`src/stc_pkg.sv`:
```
// stc_pkg: shared types and constants of the space to tab compressor
// no dependencies
`default_nettype none

package stc_pkg;

    // default sizes, handed down as parameters from the top level
    localparam int MAX_STOPS_DEF   = 20;
    localparam int COLUMN_BITS_DEF = 16;

    localparam int CHAR_W  = 8;
    localparam int COUNT_W = 16;
    localparam int STOP_W  = 16;
    localparam int SLOT_W  = 5;
    localparam int SCNT_W  = 5;
    localparam int RWID_W  = 8;
    localparam int CFG_W   = 8;
    localparam int CIDX_W  = 1;

    localparam logic [CHAR_W-1:0]  CHAR_TAB   = 8'd9;
    localparam logic [CHAR_W-1:0]  CHAR_NL    = 8'd10;
    localparam logic [CHAR_W-1:0]  CHAR_SPACE = 8'd32;
    localparam logic [RWID_W-1:0]  WIDTH_DEF  = 8'd8;
    localparam logic [COUNT_W-1:0] COUNT_MAX  = 16'hFFFF;

    // configuration register indexes
    localparam logic [CIDX_W-1:0] REG_STOP_COUNT   = 1'd0;
    localparam logic [CIDX_W-1:0] REG_REPEAT_WIDTH = 1'd1;

    // input word action codes
    localparam logic ACT_TEXT       = 1'b0;
    localparam logic ACT_STOP_WRITE = 1'b1;

    typedef struct packed {
        logic              action;
        logic [CHAR_W-1:0] char_in;
        logic [SLOT_W-1:0] stop_slot;
        logic [STOP_W-1:0] stop_column;
    } in_word_t;

    typedef struct packed {
        logic [CHAR_W-1:0]  out_char;
        logic [COUNT_W-1:0] out_count;
        logic               last;
    } out_word_t;

    typedef enum logic [3:0] {
        ST_IDLE,
        ST_LOAD_LAST,
        ST_CHECK,
        ST_SCAN,
        ST_DIV,
        ST_APPLY,
        ST_EMIT_TAB,
        ST_EMIT_SP,
        ST_EMIT_CHR
    } seq_state_t;

endpackage

`default_nettype wire

```
`src/stc_ram.sv`:
```
// stc_ram: generic single write port ram with registered read
// depends on nothing
`default_nettype none

module stc_ram #(
    parameter int WIDTH = 16,
    parameter int DEPTH = 20,
    localparam int AW = (DEPTH > 1) ? $clog2(DEPTH) : 1
) (
    input  wire logic             aclk,
    input  wire logic             we,
    input  wire logic [AW-1:0]    waddr,
    input  wire logic [WIDTH-1:0] wdata,
    input  wire logic [AW-1:0]    raddr,
    output logic      [WIDTH-1:0] rdata
);

    logic [WIDTH-1:0] mem [DEPTH];

    always_ff @(posedge aclk) begin
        if (we) begin
            mem[waddr] <= wdata;
        end
        rdata <= mem[raddr];
    end

endmodule

`default_nettype wire

```
`src/stc_mod_unit.sv`:
```
// stc_mod_unit: bit serial remainder of the column by the tab width
// depends on stc_pkg
`default_nettype none

module stc_mod_unit
    import stc_pkg::*;
#(
    parameter int COLUMN_BITS = COLUMN_BITS_DEF
) (
    input  wire logic                   aclk,
    input  wire logic                   aresetn,
    input  wire logic                   start,
    input  wire logic [COLUMN_BITS-1:0] dividend,
    input  wire logic [RWID_W-1:0]      divisor,
    output logic                        done,
    output logic      [RWID_W-1:0]      rem
);

    localparam int SCW = $clog2(COLUMN_BITS);

    logic                   busy_reg, busy_next;
    logic                   done_reg, done_next;
    logic [SCW-1:0]         step_reg, step_next;
    logic [COLUMN_BITS-1:0] dvd_reg, dvd_next;
    logic [RWID_W-1:0]      rem_reg, rem_next;
    logic [RWID_W:0]        trial;
    logic                   last_step;

    // one quotient bit a cycle, msb first
    always_comb begin
        trial     = {rem_reg, dvd_reg[COLUMN_BITS-1]};
        last_step = (step_reg == SCW'(COLUMN_BITS - 1));
        busy_next = busy_reg;
        done_next = 1'b0;
        step_next = step_reg;
        dvd_next  = dvd_reg;
        rem_next  = rem_reg;
        if (start) begin
            busy_next = 1'b1;
            step_next = '0;
            dvd_next  = dividend;
            rem_next  = '0;
        end else if (busy_reg) begin
            dvd_next  = {dvd_reg[COLUMN_BITS-2:0], 1'b0};
            step_next = step_reg + 1'b1;
            if (trial >= {1'b0, divisor}) begin
                rem_next = RWID_W'(trial - {1'b0, divisor});
            end else begin
                rem_next = RWID_W'(trial);
            end
            if (last_step) begin
                busy_next = 1'b0;
                done_next = 1'b1;
            end
        end
    end

    always_ff @(posedge aclk) begin
        if (!aresetn) begin
            busy_reg <= 1'b0;
            done_reg <= 1'b0;
        end else begin
            busy_reg <= busy_next;
            done_reg <= done_next;
        end
        step_reg <= step_next;
        dvd_reg  <= dvd_next;
        rem_reg  <= rem_next;
    end

    assign done = done_reg;
    assign rem  = rem_reg;

endmodule

`default_nettype wire

```
`src/space_to_tab_compressor.sv`:
```
// space_to_tab_compressor: replaces runs of spaces by tab and space runs
// depends on stc_pkg, stc_ram, stc_mod_unit
//
//  channel   dir   handshake        payload
//  s_*       in    s_valid/s_ready  in_word_t: action, char_in, stop_slot, stop_column
//  m_*       out   m_valid/m_ready  out_word_t: out_char, out_count, last
//  cfg_*     in    cfg_we           cfg_index, cfg_wdata (no read-back)
//
// sequence: a space word or a stop write is taken with no result; any other word with
//   no pending spaces is accepted, then sends its result word
// with spaces pending: the last listed stop is fetched, each tab and the
//   leftover run go through check and apply, a listed stop adds a scan step per
//   entry looked at, a repeat step with the remainder not yet known (the first
//   one, after a listed stop, or after the column clips) waits on the
//   remainder unit, and each result word is then sent in turn
// the stop table read port (one registered read a cycle) sets the scan pace
// reset: synchronous, active low; the stop table is not cleared
// stalls: the output register holds a word while m_ready is low; a new word
//   is taken as soon as the last result of the previous one is loaded
`default_nettype none

module space_to_tab_compressor
    import stc_pkg::*;
#(
    parameter int MAX_STOPS   = MAX_STOPS_DEF,
    parameter int COLUMN_BITS = COLUMN_BITS_DEF
) (
    input  wire logic              aclk,
    input  wire logic              aresetn,
    // text and stop table words
    input  wire logic              s_valid,
    output logic                   s_ready,
    input  wire in_word_t          s_data,
    // result words
    output logic                   m_valid,
    input  wire logic              m_ready,
    output out_word_t              m_data,
    // configuration writes
    input  wire logic              cfg_we,
    input  wire logic [CIDX_W-1:0] cfg_index,
    input  wire logic [CFG_W-1:0]  cfg_wdata
);

    localparam int AW = (MAX_STOPS > 1) ? $clog2(MAX_STOPS) : 1;
    localparam int PW = $clog2(MAX_STOPS + 1);
    localparam int WW = (COLUMN_BITS > STOP_W) ? COLUMN_BITS : STOP_W;
    localparam int SW = WW + 1;
    localparam logic [COLUMN_BITS-1:0] COL_MAX = '1;

    seq_state_t state_reg, state_next;

    // settling state
    logic [COLUMN_BITS-1:0] column_reg, column_next;
    logic [COUNT_W-1:0]     pend_reg, pend_next;
    logic [PW-1:0]          ptr_reg, ptr_next;
    logic [STOP_W-1:0]      last_stop_reg, last_stop_next;
    logic [COUNT_W-1:0]     d_reg, d_next;
    logic                   d_rep_reg, d_rep_next;
    logic                   mod_known_reg, mod_known_next;
    logic [COUNT_W-1:0]     tabs_reg, tabs_next;
    logic [COUNT_W-1:0]     spaces_reg, spaces_next;
    logic [CHAR_W-1:0]      char_reg, char_next;

    // output register
    logic                   out_valid_reg, out_valid_next;
    out_word_t              out_data_reg, out_data_next;

    // configuration
    logic [SCNT_W-1:0]      stop_count_reg;
    logic [RWID_W-1:0]      repeat_width_reg;

    logic                   in_accept;
    logic                   out_load;
    logic [PW-1:0]          cnt_eff;
    logic [RWID_W-1:0]      rw_eff;
    logic [PW-1:0]          ptr_inc;
    logic [WW-1:0]          col_wide;
    logic [WW-1:0]          stop_wide;
    logic                   use_repeat;
    logic                   scan_pass;
    logic                   scan_exhaust;
    logic                   tab_fits;
    logic [COUNT_W-1:0]     add_val;
    logic [SW-1:0]          col_sum;
    logic                   col_sat;
    logic [COLUMN_BITS-1:0] col_added;

    // table port
    logic                   ram_we;
    logic [AW-1:0]          ram_raddr;
    logic [STOP_W-1:0]      ram_rdata;

    // remainder unit
    logic                   mod_start;
    logic                   mod_done;
    logic [RWID_W-1:0]      mod_rem;

    assign s_ready   = (state_reg == ST_IDLE);
    assign in_accept = s_valid && s_ready;
    assign out_load  = !out_valid_reg || m_ready;
    assign m_valid   = out_valid_reg;
    assign m_data    = out_data_reg;

    // a stop count beyond the table acts as the table size, width zero as default
    assign cnt_eff = (stop_count_reg > MAX_STOPS) ? PW'(MAX_STOPS) : PW'(stop_count_reg);
    assign rw_eff  = (repeat_width_reg == '0) ? WIDTH_DEF : repeat_width_reg;

    assign ptr_inc    = ptr_reg + 1'b1;
    assign col_wide   = WW'(column_reg);
    assign stop_wide  = WW'(ram_rdata);

    // listed stops only apply while the column sits before the last one in use
    assign use_repeat   = (cnt_eff == '0) || (ptr_reg >= cnt_eff)
                       || (col_wide >= WW'(last_stop_reg));
    assign scan_pass    = (stop_wide <= col_wide);
    assign scan_exhaust = scan_pass && (ptr_inc >= cnt_eff);

    // saturating column add, shared by the tab and leftover cases
    assign tab_fits  = (pend_reg >= d_reg);
    assign add_val   = tab_fits ? d_reg : pend_reg;
    assign col_sum   = SW'(column_reg) + SW'(add_val);
    assign col_sat   = (col_sum > SW'(COL_MAX));
    assign col_added = col_sat ? COL_MAX : COLUMN_BITS'(col_sum);

    // table writes come straight from the input word
    assign ram_we = in_accept && (s_data.action == ACT_STOP_WRITE)
                 && (s_data.stop_slot < MAX_STOPS);

    always_comb begin
        unique case (state_reg)
            ST_IDLE:  ram_raddr = AW'(cnt_eff - 1'b1);
            ST_SCAN:  ram_raddr = AW'(ptr_inc);
            default:  ram_raddr = AW'(ptr_reg);
        endcase
    end

    stc_ram #(
        .WIDTH (STOP_W),
        .DEPTH (MAX_STOPS)
    ) u_stop_table (
        .aclk  (aclk),
        .we    (ram_we),
        .waddr (AW'(s_data.stop_slot)),
        .wdata (s_data.stop_column),
        .raddr (ram_raddr),
        .rdata (ram_rdata)
    );

    stc_mod_unit #(
        .COLUMN_BITS (COLUMN_BITS)
    ) u_mod_unit (
        .aclk     (aclk),
        .aresetn  (aresetn),
        .start    (mod_start),
        .dividend (column_reg),
        .divisor  (rw_eff),
        .done     (mod_done),
        .rem      (mod_rem)
    );

    // next state
    always_comb begin
        state_next = state_reg;
        unique case (state_reg)
            ST_IDLE: begin
                if (in_accept && (s_data.action == ACT_TEXT)
                    && (s_data.char_in != CHAR_SPACE)) begin
                    state_next = (pend_reg == '0) ? ST_EMIT_CHR : ST_LOAD_LAST;
                end
            end
            ST_LOAD_LAST: state_next = ST_CHECK;
            ST_CHECK: begin
                if (!use_repeat) begin
                    state_next = ST_SCAN;
                end else begin
                    state_next = mod_known_reg ? ST_APPLY : ST_DIV;
                end
            end
            ST_SCAN: begin
                if (!scan_pass) begin
                    state_next = ST_APPLY;
                end else if (scan_exhaust) begin
                    state_next = mod_known_reg ? ST_APPLY : ST_DIV;
                end
            end
            ST_DIV: begin
                if (mod_done) begin
                    state_next = ST_APPLY;
                end
            end
            ST_APPLY: begin
                if (tab_fits && (pend_reg != d_reg)) begin
                    state_next = ST_CHECK;
                end else begin
                    state_next = ST_EMIT_TAB;
                end
            end
            ST_EMIT_TAB: begin
                if ((tabs_reg == '0) || out_load) begin
                    state_next = ST_EMIT_SP;
                end
            end
            ST_EMIT_SP: begin
                if ((spaces_reg == '0) || out_load) begin
                    state_next = ST_EMIT_CHR;
                end
            end
            ST_EMIT_CHR: begin
                if (out_load) begin
                    state_next = ST_IDLE;
                end
            end
            default: state_next = ST_IDLE;
        endcase
    end

    // datapath and outputs
    always_comb begin
        column_next    = column_reg;
        pend_next      = pend_reg;
        ptr_next       = ptr_reg;
        last_stop_next = last_stop_reg;
        d_next         = d_reg;
        d_rep_next     = d_rep_reg;
        mod_known_next = mod_known_reg;
        tabs_next      = tabs_reg;
        spaces_next    = spaces_reg;
        char_next      = char_reg;
        out_valid_next = out_valid_reg && !m_ready;
        out_data_next  = out_data_reg;
        mod_start      = 1'b0;
        unique case (state_reg)
            ST_IDLE: begin
                if (in_accept && (s_data.action == ACT_TEXT)) begin
                    if (s_data.char_in == CHAR_SPACE) begin
                        if (pend_reg != COUNT_MAX) begin
                            pend_next = pend_reg + 1'b1;
                        end
                    end else begin
                        char_next      = s_data.char_in;
                        tabs_next      = '0;
                        spaces_next    = '0;
                        mod_known_next = 1'b0;
                    end
                end
            end
            ST_LOAD_LAST: last_stop_next = ram_rdata;
            ST_CHECK: begin
                if (use_repeat) begin
                    if (mod_known_reg) begin
                        d_next     = COUNT_W'(rw_eff);
                        d_rep_next = 1'b1;
                    end else begin
                        mod_start = 1'b1;
                    end
                end
            end
            ST_SCAN: begin
                if (!scan_pass) begin
                    d_next     = COUNT_W'(stop_wide - col_wide);
                    d_rep_next = 1'b0;
                    ptr_next   = ptr_inc;
                end else begin
                    ptr_next = ptr_inc;
                    if (scan_exhaust) begin
                        if (mod_known_reg) begin
                            d_next     = COUNT_W'(rw_eff);
                            d_rep_next = 1'b1;
                        end else begin
                            mod_start = 1'b1;
                        end
                    end
                end
            end
            ST_DIV: begin
                if (mod_done) begin
                    d_next     = COUNT_W'(rw_eff) - COUNT_W'(mod_rem);
                    d_rep_next = 1'b1;
                end
            end
            ST_APPLY: begin
                column_next = col_added;
                if (tab_fits) begin
                    tabs_next      = tabs_reg + 1'b1;
                    pend_next      = pend_reg - d_reg;
                    // a repeat stop lands on a multiple of the width unless clipped
                    mod_known_next = d_rep_reg && !col_sat;
                end else begin
                    spaces_next = pend_reg;
                    pend_next   = '0;
                end
            end
            ST_EMIT_TAB: begin
                if ((tabs_reg != '0) && out_load) begin
                    out_valid_next          = 1'b1;
                    out_data_next.out_char  = CHAR_TAB;
                    out_data_next.out_count = tabs_reg;
                    out_data_next.last      = 1'b0;
                end
            end
            ST_EMIT_SP: begin
                if ((spaces_reg != '0) && out_load) begin
                    out_valid_next          = 1'b1;
                    out_data_next.out_char  = CHAR_SPACE;
                    out_data_next.out_count = spaces_reg;
                    out_data_next.last      = 1'b0;
                end
            end
            ST_EMIT_CHR: begin
                if (out_load) begin
                    out_valid_next          = 1'b1;
                    out_data_next.out_char  = char_reg;
                    out_data_next.out_count = COUNT_W'(1);
                    out_data_next.last      = 1'b1;
                    if (char_reg == CHAR_NL) begin
                        column_next = '0;
                        ptr_next    = '0;
                    end else if (column_reg != COL_MAX) begin
                        column_next = column_reg + 1'b1;
                    end
                end
            end
            default: ;
        endcase
    end

    always_ff @(posedge aclk) begin
        if (!aresetn) begin
            state_reg        <= ST_IDLE;
            column_reg       <= '0;
            pend_reg         <= '0;
            ptr_reg          <= '0;
            mod_known_reg    <= 1'b0;
            out_valid_reg    <= 1'b0;
            stop_count_reg   <= '0;
            repeat_width_reg <= WIDTH_DEF;
        end else begin
            state_reg     <= state_next;
            column_reg    <= column_next;
            pend_reg      <= pend_next;
            ptr_reg       <= ptr_next;
            mod_known_reg <= mod_known_next;
            out_valid_reg <= out_valid_next;
            if (cfg_we) begin
                unique case (cfg_index)
                    REG_STOP_COUNT:   stop_count_reg   <= SCNT_W'(cfg_wdata);
                    REG_REPEAT_WIDTH: repeat_width_reg <= cfg_wdata;
                    default: ;
                endcase
            end
        end
        last_stop_reg <= last_stop_next;
        d_reg         <= d_next;
        d_rep_reg     <= d_rep_next;
        tabs_reg      <= tabs_next;
        spaces_reg    <= spaces_next;
        char_reg      <= char_next;
        out_data_reg  <= out_data_next;
    end

    // settling must consume every pending space before the byte goes out
    a_pend_drained: assert property (@(posedge aclk) disable iff (!aresetn)
        (state_reg == ST_EMIT_CHR) |-> (pend_reg == '0))
        else $error("pending spaces left at byte emit");

    // remainder results only arrive while the sequencer waits for them
    a_mod_in_div: assert property (@(posedge aclk) disable iff (!aresetn)
        mod_done |-> (state_reg == ST_DIV))
        else $error("remainder done outside divide state");

    // settling only moves the column forward
    a_col_forward: assert property (@(posedge aclk) disable iff (!aresetn)
        (state_reg == ST_APPLY) |=> (column_reg >= $past(column_reg)))
        else $error("column moved backward while settling");

    // every result word repeats its character at least once
    a_count_nonzero: assert property (@(posedge aclk) disable iff (!aresetn)
        m_valid |-> (m_data.out_count != '0))
        else $error("result word with zero count");

endmodule

`default_nettype wire

```
`config.mk`:
```
export PLATFORM = sky130hd
export DESIGN_NAME = space_to_tab_compressor
export DESIGN_NICKNAME = d
export VERILOG_FILES = /design/src/stc_pkg.sv /design/src/stc_ram.sv /design/src/stc_mod_unit.sv /design/src/space_to_tab_compressor.sv
export SDC_FILE = /design/constraint.sdc
export NUM_CORES = 1
export LEC_CHECK = 0
export BUFFER_PORTS_ARGS = -buffer_cell sky130_fd_sc_hd__buf_2
export CORE_MARGIN = 10
export CORE_UTILIZATION = 55
export CTS_CLUSTER_DIAMETER = 30
export CTS_CLUSTER_SIZE = 14
export DETAILED_ROUTE_END_ITERATION = 16
export PLACE_DENSITY = 0.74
export RECOVER_POWER = 50
export SETUP_SLACK_MARGIN = 0.15
export SYNTH_ARGS = -nofsm -noshare
export SYNTH_HDL_FRONTEND = slang
export SYNTH_HIERARCHICAL = 1
export SYNTH_SLANG_ARGS = --single-unit
```
`constraint.sdc`:
```
create_clock -name aclk -period 4.9 [get_ports aclk]
set_clock_uncertainty 0.1 [all_clocks]
set_input_delay 1.225 -clock aclk [delete_from_list [all_inputs] [get_ports aclk]]
set_output_delay 1.225 -clock aclk [all_outputs]
set_load 0.01 [all_outputs]
```
==> results.md, run 1 <==
- Main combinational cell family by area after synthesis: compound AO/OA/AOI/OAI gates
- Worst Setup Path Type: flip-flop to flip-flop
- Number of maximum-capacitance violations: 1
- Top library cells by usage in the layout, fill and taps aside: 434 x sky130_fd_sc_hd__edfxtp_1, 135 x sky130_fd_sc_hd__nor2_1, 123 x sky130_fd_sc_hd__nand2_1, 109 x sky130_fd_sc_hd__mux2i_1, 105 x sky130_fd_sc_hd__clkbuf_16
- Startpoint Class: flip-flop
- Worst slew pin tran: roughly 1.7 ns
- Multiplexer share of the synthesized area: 8.323%
- Power share of the clock group: 45.2%
- Highest attainable clock frequency: approximately 0.22 GHz
- Setup repair after global routing missed its margin: false
- Post-detailed-route DRC marker count: 0
- Number of ports placed on the die boundary: 71
- Maximum cell stage delay along the critical path: ~0.4 ns
- Number of placement rows: 78
- Number of flip-flops under the largest register name: 320
- Clock root cell: sky130_fd_sc_hd__clkbuf_16
- CTS tree: built
- Nature of the critical path endpoint: flip-flop
- Proportion of total power due to net switching: between 20% and 30%
- Routability cong.: roughly 0.95
- Power density over cell area: between 500 and 600 nW/um^2
- Cell with the biggest individual delay on the critical path: sky130_fd_sc_hd__fa_1
- Compound-cell area share of the yosys netlist: 11.96%
- Largest net degree at the start of global routing: 41
- CTS buffer count: 102
- Insertion delay of the later-clocked pin in the worst-skew pair: approximately 0.66 ns
- EDFF count, synth: ~430
- Wire length of the first global-routing pass: between 100000 and 150000 um
- Average size of a mapped cell: around 12 um^2
- Die H: roughly 230 um
- Peak supply drop: 0.3585 mV
- Longest Clk Path Bufs: 3
- Worst hold-check path type: flip-flop to flip-flop
- Aggregate negative setup slack: 0 ns
- Post-route ant nets: 0
- Synthesis Warnings: 6
- Number of setup violations in the final report: 0
- Final cell count without fillers: between 2000 and 3000
- Run status: finished, violations left
- Vias post-DR: between 15000 and 20000
- Simple-gate area share of the yosys netlist: between 10% and 20%
- Wire length per cell: around 23 um
- Normalized max-slew margin: -11.43%
- Distinct cell type count after synthesis: a little over 90
- Sw power: roughly 4.7 mW
- Combinational Power Share: between 20% and 30%
- Core ar.: 45380 um^2
- Overall die width: approximately 230 um
- Synthesized netlist net count: ~2200
- Max-slew violation count: 32
- Max Fanout on Critical Path: 7
- Nets: ~2400
- Prevailing post-synth register cell: sky130_fd_sc_hd__edfxtp_1
- Synth-to-layout area growth: 19.58%
- Violations in the final reports: max-capacitance violations, max-slew violations
- Number of antenna violations at the first check in global routing: 0
- Pre-Repair DR Iteration Count: 5
- Clock net sink count: between 500 and 600
- Largest register by flop count: u_stop_table/mem
- Via density per instance: approximately 6.2
- Floorplan die area: between 50000 and 60000 um^2
- Number of global-route vias before repair: between 15000 and 20000
- Post-route fraction of the period consumed by the critical path: roughly 93%
- GRT overflow: 0
- Post-synthesis adder-cell area fraction: 5.344%
- Fraction of final layout cells sized beyond drive strength 1: 16.38%
- Gate count of the mapped netlist: 2057
- Number of levels the H-tree was split into: 3
- Part of the Yosys area used for sequential elements: ~58%
- Syn Std Cell Area: about 25000 um^2
- Buf/Inv on CP: 3
- Commonest non-fill, non-tap cell in the layout: sky130_fd_sc_hd__edfxtp_1
- Cell breakdown of the critical path: ha_1 > inv_1 > fa_1 > a21o_1 > a21oi_2 > o21ai_2 > a31oi_4 > o21ai_4 > buf_2 > o21ai_1 > ha_1 > inv_1 > fa_1 > nor2b_2 > o31a_1 > o211ai_2 > a21oi_4 > a311o_1 > o21ai_0 > a221oi_1
- HPWL after detailed placement: 44770 um
- Asr flop ratio synth: 0%
- Min Tclk post-route: roughly 4.6 ns
- Total detailed-routing wirelength: 66700 um
- Hold slack: between 0.3 and 0.4 ns
- Buffers added on ports: 70
- Data required time at the worst endpoint: 5.34 ns
- Part of the power in registers: roughly 33%
- Clock transition at the registers of the reported paths: about 0.050 ns
- DRT iter0 DRCs: 1900
- Family with the most delay on the worst path: compound AO/OA/AOI/OAI gates
- Placed cells: approximately 2700
- Static Leak: roughly 11 nW
- Data arrival at the endpoint of the critical path: roughly 5 ns
- Number of register bits inferred by synthesis: 520
- Cell internal pwr: between 10 and 15 mW
- Final antenna diode count: 0
- Final hold violation count: 0
- Effective utilization at floorplan: 55.72%
- Xor/xnor cell area share of the yosys netlist: roughly 2.5%
- All-Layer GR Usage: approximately 24%
## area by class of cell
cell class | instances | area (um^2)
inverters | 104 | 390.4
repair buffers | 157 | 930.9
flip-flops and latches | 520 | 14750
fillers | 3294 | 15140
well taps | 600 | 750.7
clock buffers | 120 | 2734
clock inverters | 73 | 893.4
multi-input cells | 1346 | 9783
## cells in the mapped netlist, types with 5 or more instances
library cell / number / area [um^2]
sky130_fd_sc_hd__a21oi_1: 96 / 480.5
sky130_fd_sc_hd__buf_1: 7 / 26.28
sky130_fd_sc_hd__a211oi_1: 16 / 120.1
sky130_fd_sc_hd__o21ai_0: 108 / 540.5
sky130_fd_sc_hd__nor2_1: 136 / 510.5
sky130_fd_sc_hd__nand2_1: 123 / 461.7
sky130_fd_sc_hd__a21o_1: 28 / 210.2
sky130_fd_sc_hd__fa_1: 5 / 100.1
sky130_fd_sc_hd__o22ai_1: 29 / 181.4
sky130_fd_sc_hd__and3_1: 14 / 87.58
sky130_fd_sc_hd__nor4b_1: 6 / 52.55
sky130_fd_sc_hd__a31oi_1: 23 / 143.9
sky130_fd_sc_hd__o21bai_1: 5 / 37.54
sky130_fd_sc_hd__nor4_1: 19 / 118.9
sky130_fd_sc_hd__nor3_1: 27 / 135.1
sky130_fd_sc_hd__mux2_1: 5 / 56.30
sky130_fd_sc_hd__nor3b_1: 6 / 45.04
sky130_fd_sc_hd__nand4_1: 31 / 193.9
sky130_fd_sc_hd__or3_1: 7 / 43.79
sky130_fd_sc_hd__ha_1: 100 / 1251
sky130_fd_sc_hd__nand2b_1: 18 / 112.6
sky130_fd_sc_hd__inv_1: 102 / 382.9
sky130_fd_sc_hd__o21ai_1: 12 / 60.06
sky130_fd_sc_hd__dfxtp_1: 86 / 1722
sky130_fd_sc_hd__o21a_1: 15 / 112.6
sky130_fd_sc_hd__a22o_1: 15 / 131.4
sky130_fd_sc_hd__xnor2_1: 39 / 341.6
sky130_fd_sc_hd__buf_2: 19 / 95.09
sky130_fd_sc_hd__nand3_1: 65 / 325.3
sky130_fd_sc_hd__xor2_1: 32 / 280.3
sky130_fd_sc_hd__clkbuf_1: 46 / 172.7
sky130_fd_sc_hd__and2_1: 24 / 150.1
sky130_fd_sc_hd__mux2_2: 55 / 619.3
sky130_fd_sc_hd__a311oi_1: 8 / 70.07
sky130_fd_sc_hd__o221ai_1: 6 / 52.55
sky130_fd_sc_hd__nand3b_1: 6 / 45.04
sky130_fd_sc_hd__mux4_2: 15 / 337.8
sky130_fd_sc_hd__mux2i_1: 109 / 1091
sky130_fd_sc_hd__a221oi_1: 7 / 61.31
sky130_fd_sc_hd__a22oi_1: 18 / 135.1
sky130_fd_sc_hd__buf_4: 13 / 97.59
sky130_fd_sc_hd__edfxtp_1: 434 / 13030
sky130_fd_sc_hd__nor2b_1: 17 / 106.4
sky130_fd_sc_hd__o211ai_1: 17 / 127.6
## stage by stage
step / total power, mW / cell area, um^2 / worst slack (ns) / util (%)
CTS: 15.96 / 30240 / 0.1818 / 66.63
floorplan: 7.664 / 25290 / 0.3159 / -
detailed placement: 8.733 / 26610 / -0.02264 / 58.63
global placement: 8.641 / 26610 / 0.1373 / 58.63
finish: 15.92 / 30240 / 0.3273 / 66.63
global route: 16.50 / 30240 / 0.1326 / 66.63
## power groups by stage
stage	combinational [mW]	clock (mW)	sequential [mW]
2_1_floorplan	2.39	0	5.27
6_report	3.46	7.19	5.27
5_1_grt	3.73	7.49	5.28
3_3_place_gp	3.30	0	5.34
4_1_cts	3.43	7.27	5.26
3_5_place_dp	3.39	0	5.35
## cell families (layout without fill, tap and decap cells)
kind of cell	after synthesis	after routing
muxes	184	184
DFF	520	520
adders and majority gates	105	105
buffers and inverters	193	454
xor gates and xnor gates	71	71
AOI/OAI and AO/OA	462	464
and+or+nand+nor	522	522
## path summary, 6_finish.rpt
check / start / endpoint / slack (ns) / cells past startpoint
setup / recovery: d_reg[0] / col_wide[1] / 0.33 / 20
hold / removal: u_stop_table/rdata[5] / last_stop_reg[5] / 0.34 / 0
setup reg to reg: d_reg[0] / col_wide[1] / 0.33 / 20
hold reg to reg: u_stop_table/rdata[5] / last_stop_reg[5] / 0.34 / 0
## metal layers
layer	share of wire, %	up-vias	global-route usage (%)
met4	3.5	0	9.613
met5	0	-	0
met2	50	819	41.40
met3	7.1	178	4.948
met1	39	8981	29.55
li1	-	8212	-
## what timing repair did
action,4_1_cts,5_1_grt
resized for setup,1,14
gates cloned,0,2
buffers inserted,0,6
hold buffers,0,0
pin swaps,1,9
setup endpoints to repair,10,17
(Power assumes the default switching activity.)
==> run 2, diff against run 1 <==
==> constraint.sdc (replaced) <==
create_clock -name aclk -period 4 [get_ports aclk]
set_clock_uncertainty 0.1 [all_clocks]
set_input_delay 1 -clock aclk [delete_from_list [all_inputs] [get_ports aclk]]
set_output_delay 1 -clock aclk [all_outputs]
set_load 0.01 [all_outputs]
==> results.md, run 2 (synthesized netlist as in run 1, its figures left out) <==
- Run status: finished, violations left
- Violations in the final reports: negative setup slack
- Pre-Repair DR Iteration Count: 6 (+1)
- Combinational Power Share: 22.9% (+1.2 points)
- Wire length per cell: 22.23 um (-2.7%)
- DR WL met2: 34290 um (+2.9%)
- Buffers added on ports: 70 (unchanged)
- Clock transition at the registers of the reported paths: 0.05 ns (about the same)
- Wire length of the first global-routing pass: 103600 um (+0.46%)
- Post-route ant nets: 0 (unchanged)
- Met3 Wirelength: 4087 um (-14%)
- Detailed-routing wirelength on met1: 26750 um (+1.8%)
- Top routing layer used: met4
- Highest attainable clock frequency: 0.2362 GHz (+8.0%)
- Min Tclk post-route: 4.233 ns (-0.3394 ns)
- Total area of multi-input combinational cells: 9922 um^2 (+1.4%)
- Data required time at the worst endpoint: 4.47 ns (-0.87 ns)
- Vias post-DR: 18290 (+0.54%)
- Insertion delay of the later-clocked pin in the worst-skew pair: 0.65 ns (about the same)
- Largest net degree at the start of global routing: 40 (-2.4%)
- Depth of the most critical reg-to-reg path: 18 (-10%)
- Power share of the clock group: 43.9% (-1.3 points)
- Layout fillers: 3115 (-5.4%)
- Total detailed-routing wirelength: 67500 um (+1.2%)
- CTS tree: built
- Pre-CTS worst setup slack: -0.2914 ns (-0.2688 ns)
- Post-route fraction of the period consumed by the critical path: 105.8% (+13 points)
- Number of levels the H-tree was split into: 3 (unchanged)
- Max Fanout on Critical Path: 6 (-1)
- Max-slew violation count: 0 (-100%)
- Power density over cell area: 618.9 nW/um^2 (+18%)
- Worst slew pin tran: 1.284 ns (-0.3877 ns)
- Core ar.: 45380 um^2 (unchanged)
- Number of placement rows: 78 (unchanged)
- Cell with the biggest individual delay on the critical path: sky130_fd_sc_hd__or3_4
- Floorplan die area: 54950 um^2 (unchanged)
- Nature of the critical path endpoint: flip-flop
- GRT overflow: 0 (unchanged)
- Sw power: 5.901 mW (+24%)
- Crit path depth: 18 (-10%)
- Post-detailed-route DRC marker count: 0 (unchanged)
- Worst Setup Path Type: flip-flop to flip-flop
- HPWL after detailed placement: 46140 um (+3.0%)
- Cell internal pwr: 13.46 mW (+20%)
- Peak supply drop: 0.6147 mV (+71%)
- Cell breakdown of the critical path: ha_4 > inv_2 > fa_2 > a21o_1 > a21oi_2 > o21ai_2 > a31oi_4 > o21ai_4 > mux2_4 > ha_4 > a21o_1 > or3_4 > o211ai_4 > a21oi_2 > a311o_1 > buf_4 > or4_1 > o21ai_1
- Buf/Inv on CP: 2 (-1)
- Placed cells: 2831 (+4.1%)
- Clock net sink count: 520 (unchanged)
- Nets: 2498 (+5.0%)
- CP endpoint: mod_known_reg
- Clock root cell: sky130_fd_sc_hd__clkbuf_16
- Via density per instance: 6.022 (-3.3%)
- End of the worst register-to-register path: mod_known_reg
- Largest register by flop count: u_stop_table/mem
- Number of ports placed on the die boundary: 71 (unchanged)
- Final antenna diode count: 0 (unchanged)
- Routability cong.: 0.9414 (-1.1%)
- All-Layer GR Usage: 24.40% (+0.25 points)
- CTS buffer count: 100 (-2.0%)
- Effective utilization at floorplan: 55.72% (unchanged)
- Number of flip-flops under the largest register name: 320 (unchanged)
- Worst hold-check path type: flip-flop to flip-flop
- Normalized max-slew margin: 14.42% (+26 points)
- Maximum cell stage delay along the critical path: 0.40 ns (about the same)
- Number of global-route vias before repair: 18510 (+0.67%)
- Final cell count without fillers: 3037 (+4.0%)
- Final hold violation count: 0 (unchanged)
- Smallest setup slack after layout: -0.2333 ns (-0.5606 ns)
- Startpoint of the most critical setup path: d_reg[0]
- Hold buffers post-CTS: 0 (unchanged)
- Overall die width: 234.4 um (unchanged)
- Register cell area after layout: 14760 um^2 (about the same)
- Register-to-Register Setup Slack: -0.23 ns (-0.56 ns)
- Data arrival at the endpoint of the critical path: 4.71 ns (-0.30 ns)
- Static Leak: 11.97 nW (+4.9%)
- Final standard cell utilization of the core: 68.92% (+2.3 points)
- Top library cells by usage in the layout, fill and taps aside: 434 x sky130_fd_sc_hd__edfxtp_1, 187 x sky130_fd_sc_hd__buf_4, 136 x sky130_fd_sc_hd__nor2_1, 123 x sky130_fd_sc_hd__nand2_1, 109 x sky130_fd_sc_hd__mux2i_1
- Number of setup violations in the final report: 17 (+17)
- Setup repair after global routing missed its margin: true
- Startpoint Class: flip-flop
- Proportion of total power due to net switching: 30.49% (+0.72 points)
- Number of antenna violations at the first check in global routing: 0 (unchanged)
- Part of the power in registers: 33.2% (about the same)
- R2R Path Start: d_reg[0]
- Number of maximum-capacitance violations: 0 (-1)
- Family with the most delay on the worst path: compound AO/OA/AOI/OAI gates
- Die H: 234.4 um (unchanged)
- Fraction of final layout cells sized beyond drive strength 1: 22.12% (+5.7 points)
- DRT iter0 DRCs: 1448 (-24%)
- Longest Clk Path Bufs: 3 (unchanged)
- Commonest non-fill, non-tap cell in the layout: sky130_fd_sc_hd__edfxtp_1
- Synth-to-layout area growth: 23.70%
[run 2: how the worst min path moves through the flow]
stage	from	end	slack (ns)	depth (start not counted)
6_report	u_stop_table/rdata[5]	last_stop_reg[5]	0.36	0
5_1_grt	u_stop_table/rdata[5]	last_stop_reg[5]	0.36	0
4_1_cts	u_stop_table/rdata[5]	last_stop_reg[5]	0.36	0
3_5_place_dp	u_stop_table/rdata[5]	last_stop_reg[5]	0.35	0
3_3_place_gp	u_stop_table/rdata[0]	last_stop_reg[0]	0.33	0
2_1_floorplan	u_stop_table/rdata[0]	last_stop_reg[0]	0.31	0
[run 2: timing repair]
| item | CTS | global route |
|---|---|---|
| setup endpoints to repair | 17 | 18 |
| hold endpoints to repair | 0 | 0 |
| pin swaps | 18 | 11 |
| setup buffers | 8 | 8 |
| gates resized for setup | 27 | 22 |
[run 2: cell type report]
cell class,instances,area share [%]
inverter,104,1.248
clock inverter,81,3.008
clock buffer,109,8.204
timing repair buffer,279,6.244
tap,600,2.400
multi-input combinational,1344,31.72
sequential,520,47.17
[run 2: metrics by stage]
step | cell area (um^2) | setup TNS (ns) | hold WS [ns] | power [mW]
finish | 31280 | -2.308 | 0.3615 | 19.36
global route | 31280 | -4.782 | 0.3644 | 20.06
CTS | 31240 | -2.748 | 0.3606 | 19.36
detailed placement | 27560 | -2.859 | 0.3490 | 10.81
global placement | 27560 | -1.082 | 0.3342 | 10.71
floorplan | 25350 | -3.312 | 0.3082 | 9.393
[run 2: power by group through the flow]
stage | clock, mW | combinational (mW) | sequential, mW
after CTS | 8.57 | 4.37 | 6.43
after detailed placement | 0 | 4.29 | 6.53
final | 8.50 | 4.43 | 6.43
after global routing | 8.85 | 4.76 | 6.45
after floorplan | 0 | 2.93 | 6.46
after global placement | 0 | 4.19 | 6.52
[run 2: metal layers]
layer	vias to the layer above	track usage, %
met5	-	0
li1	8440	-
met1	8987	29.69
met2	689	42.53
met4	0	9.854
met3	172	4.202
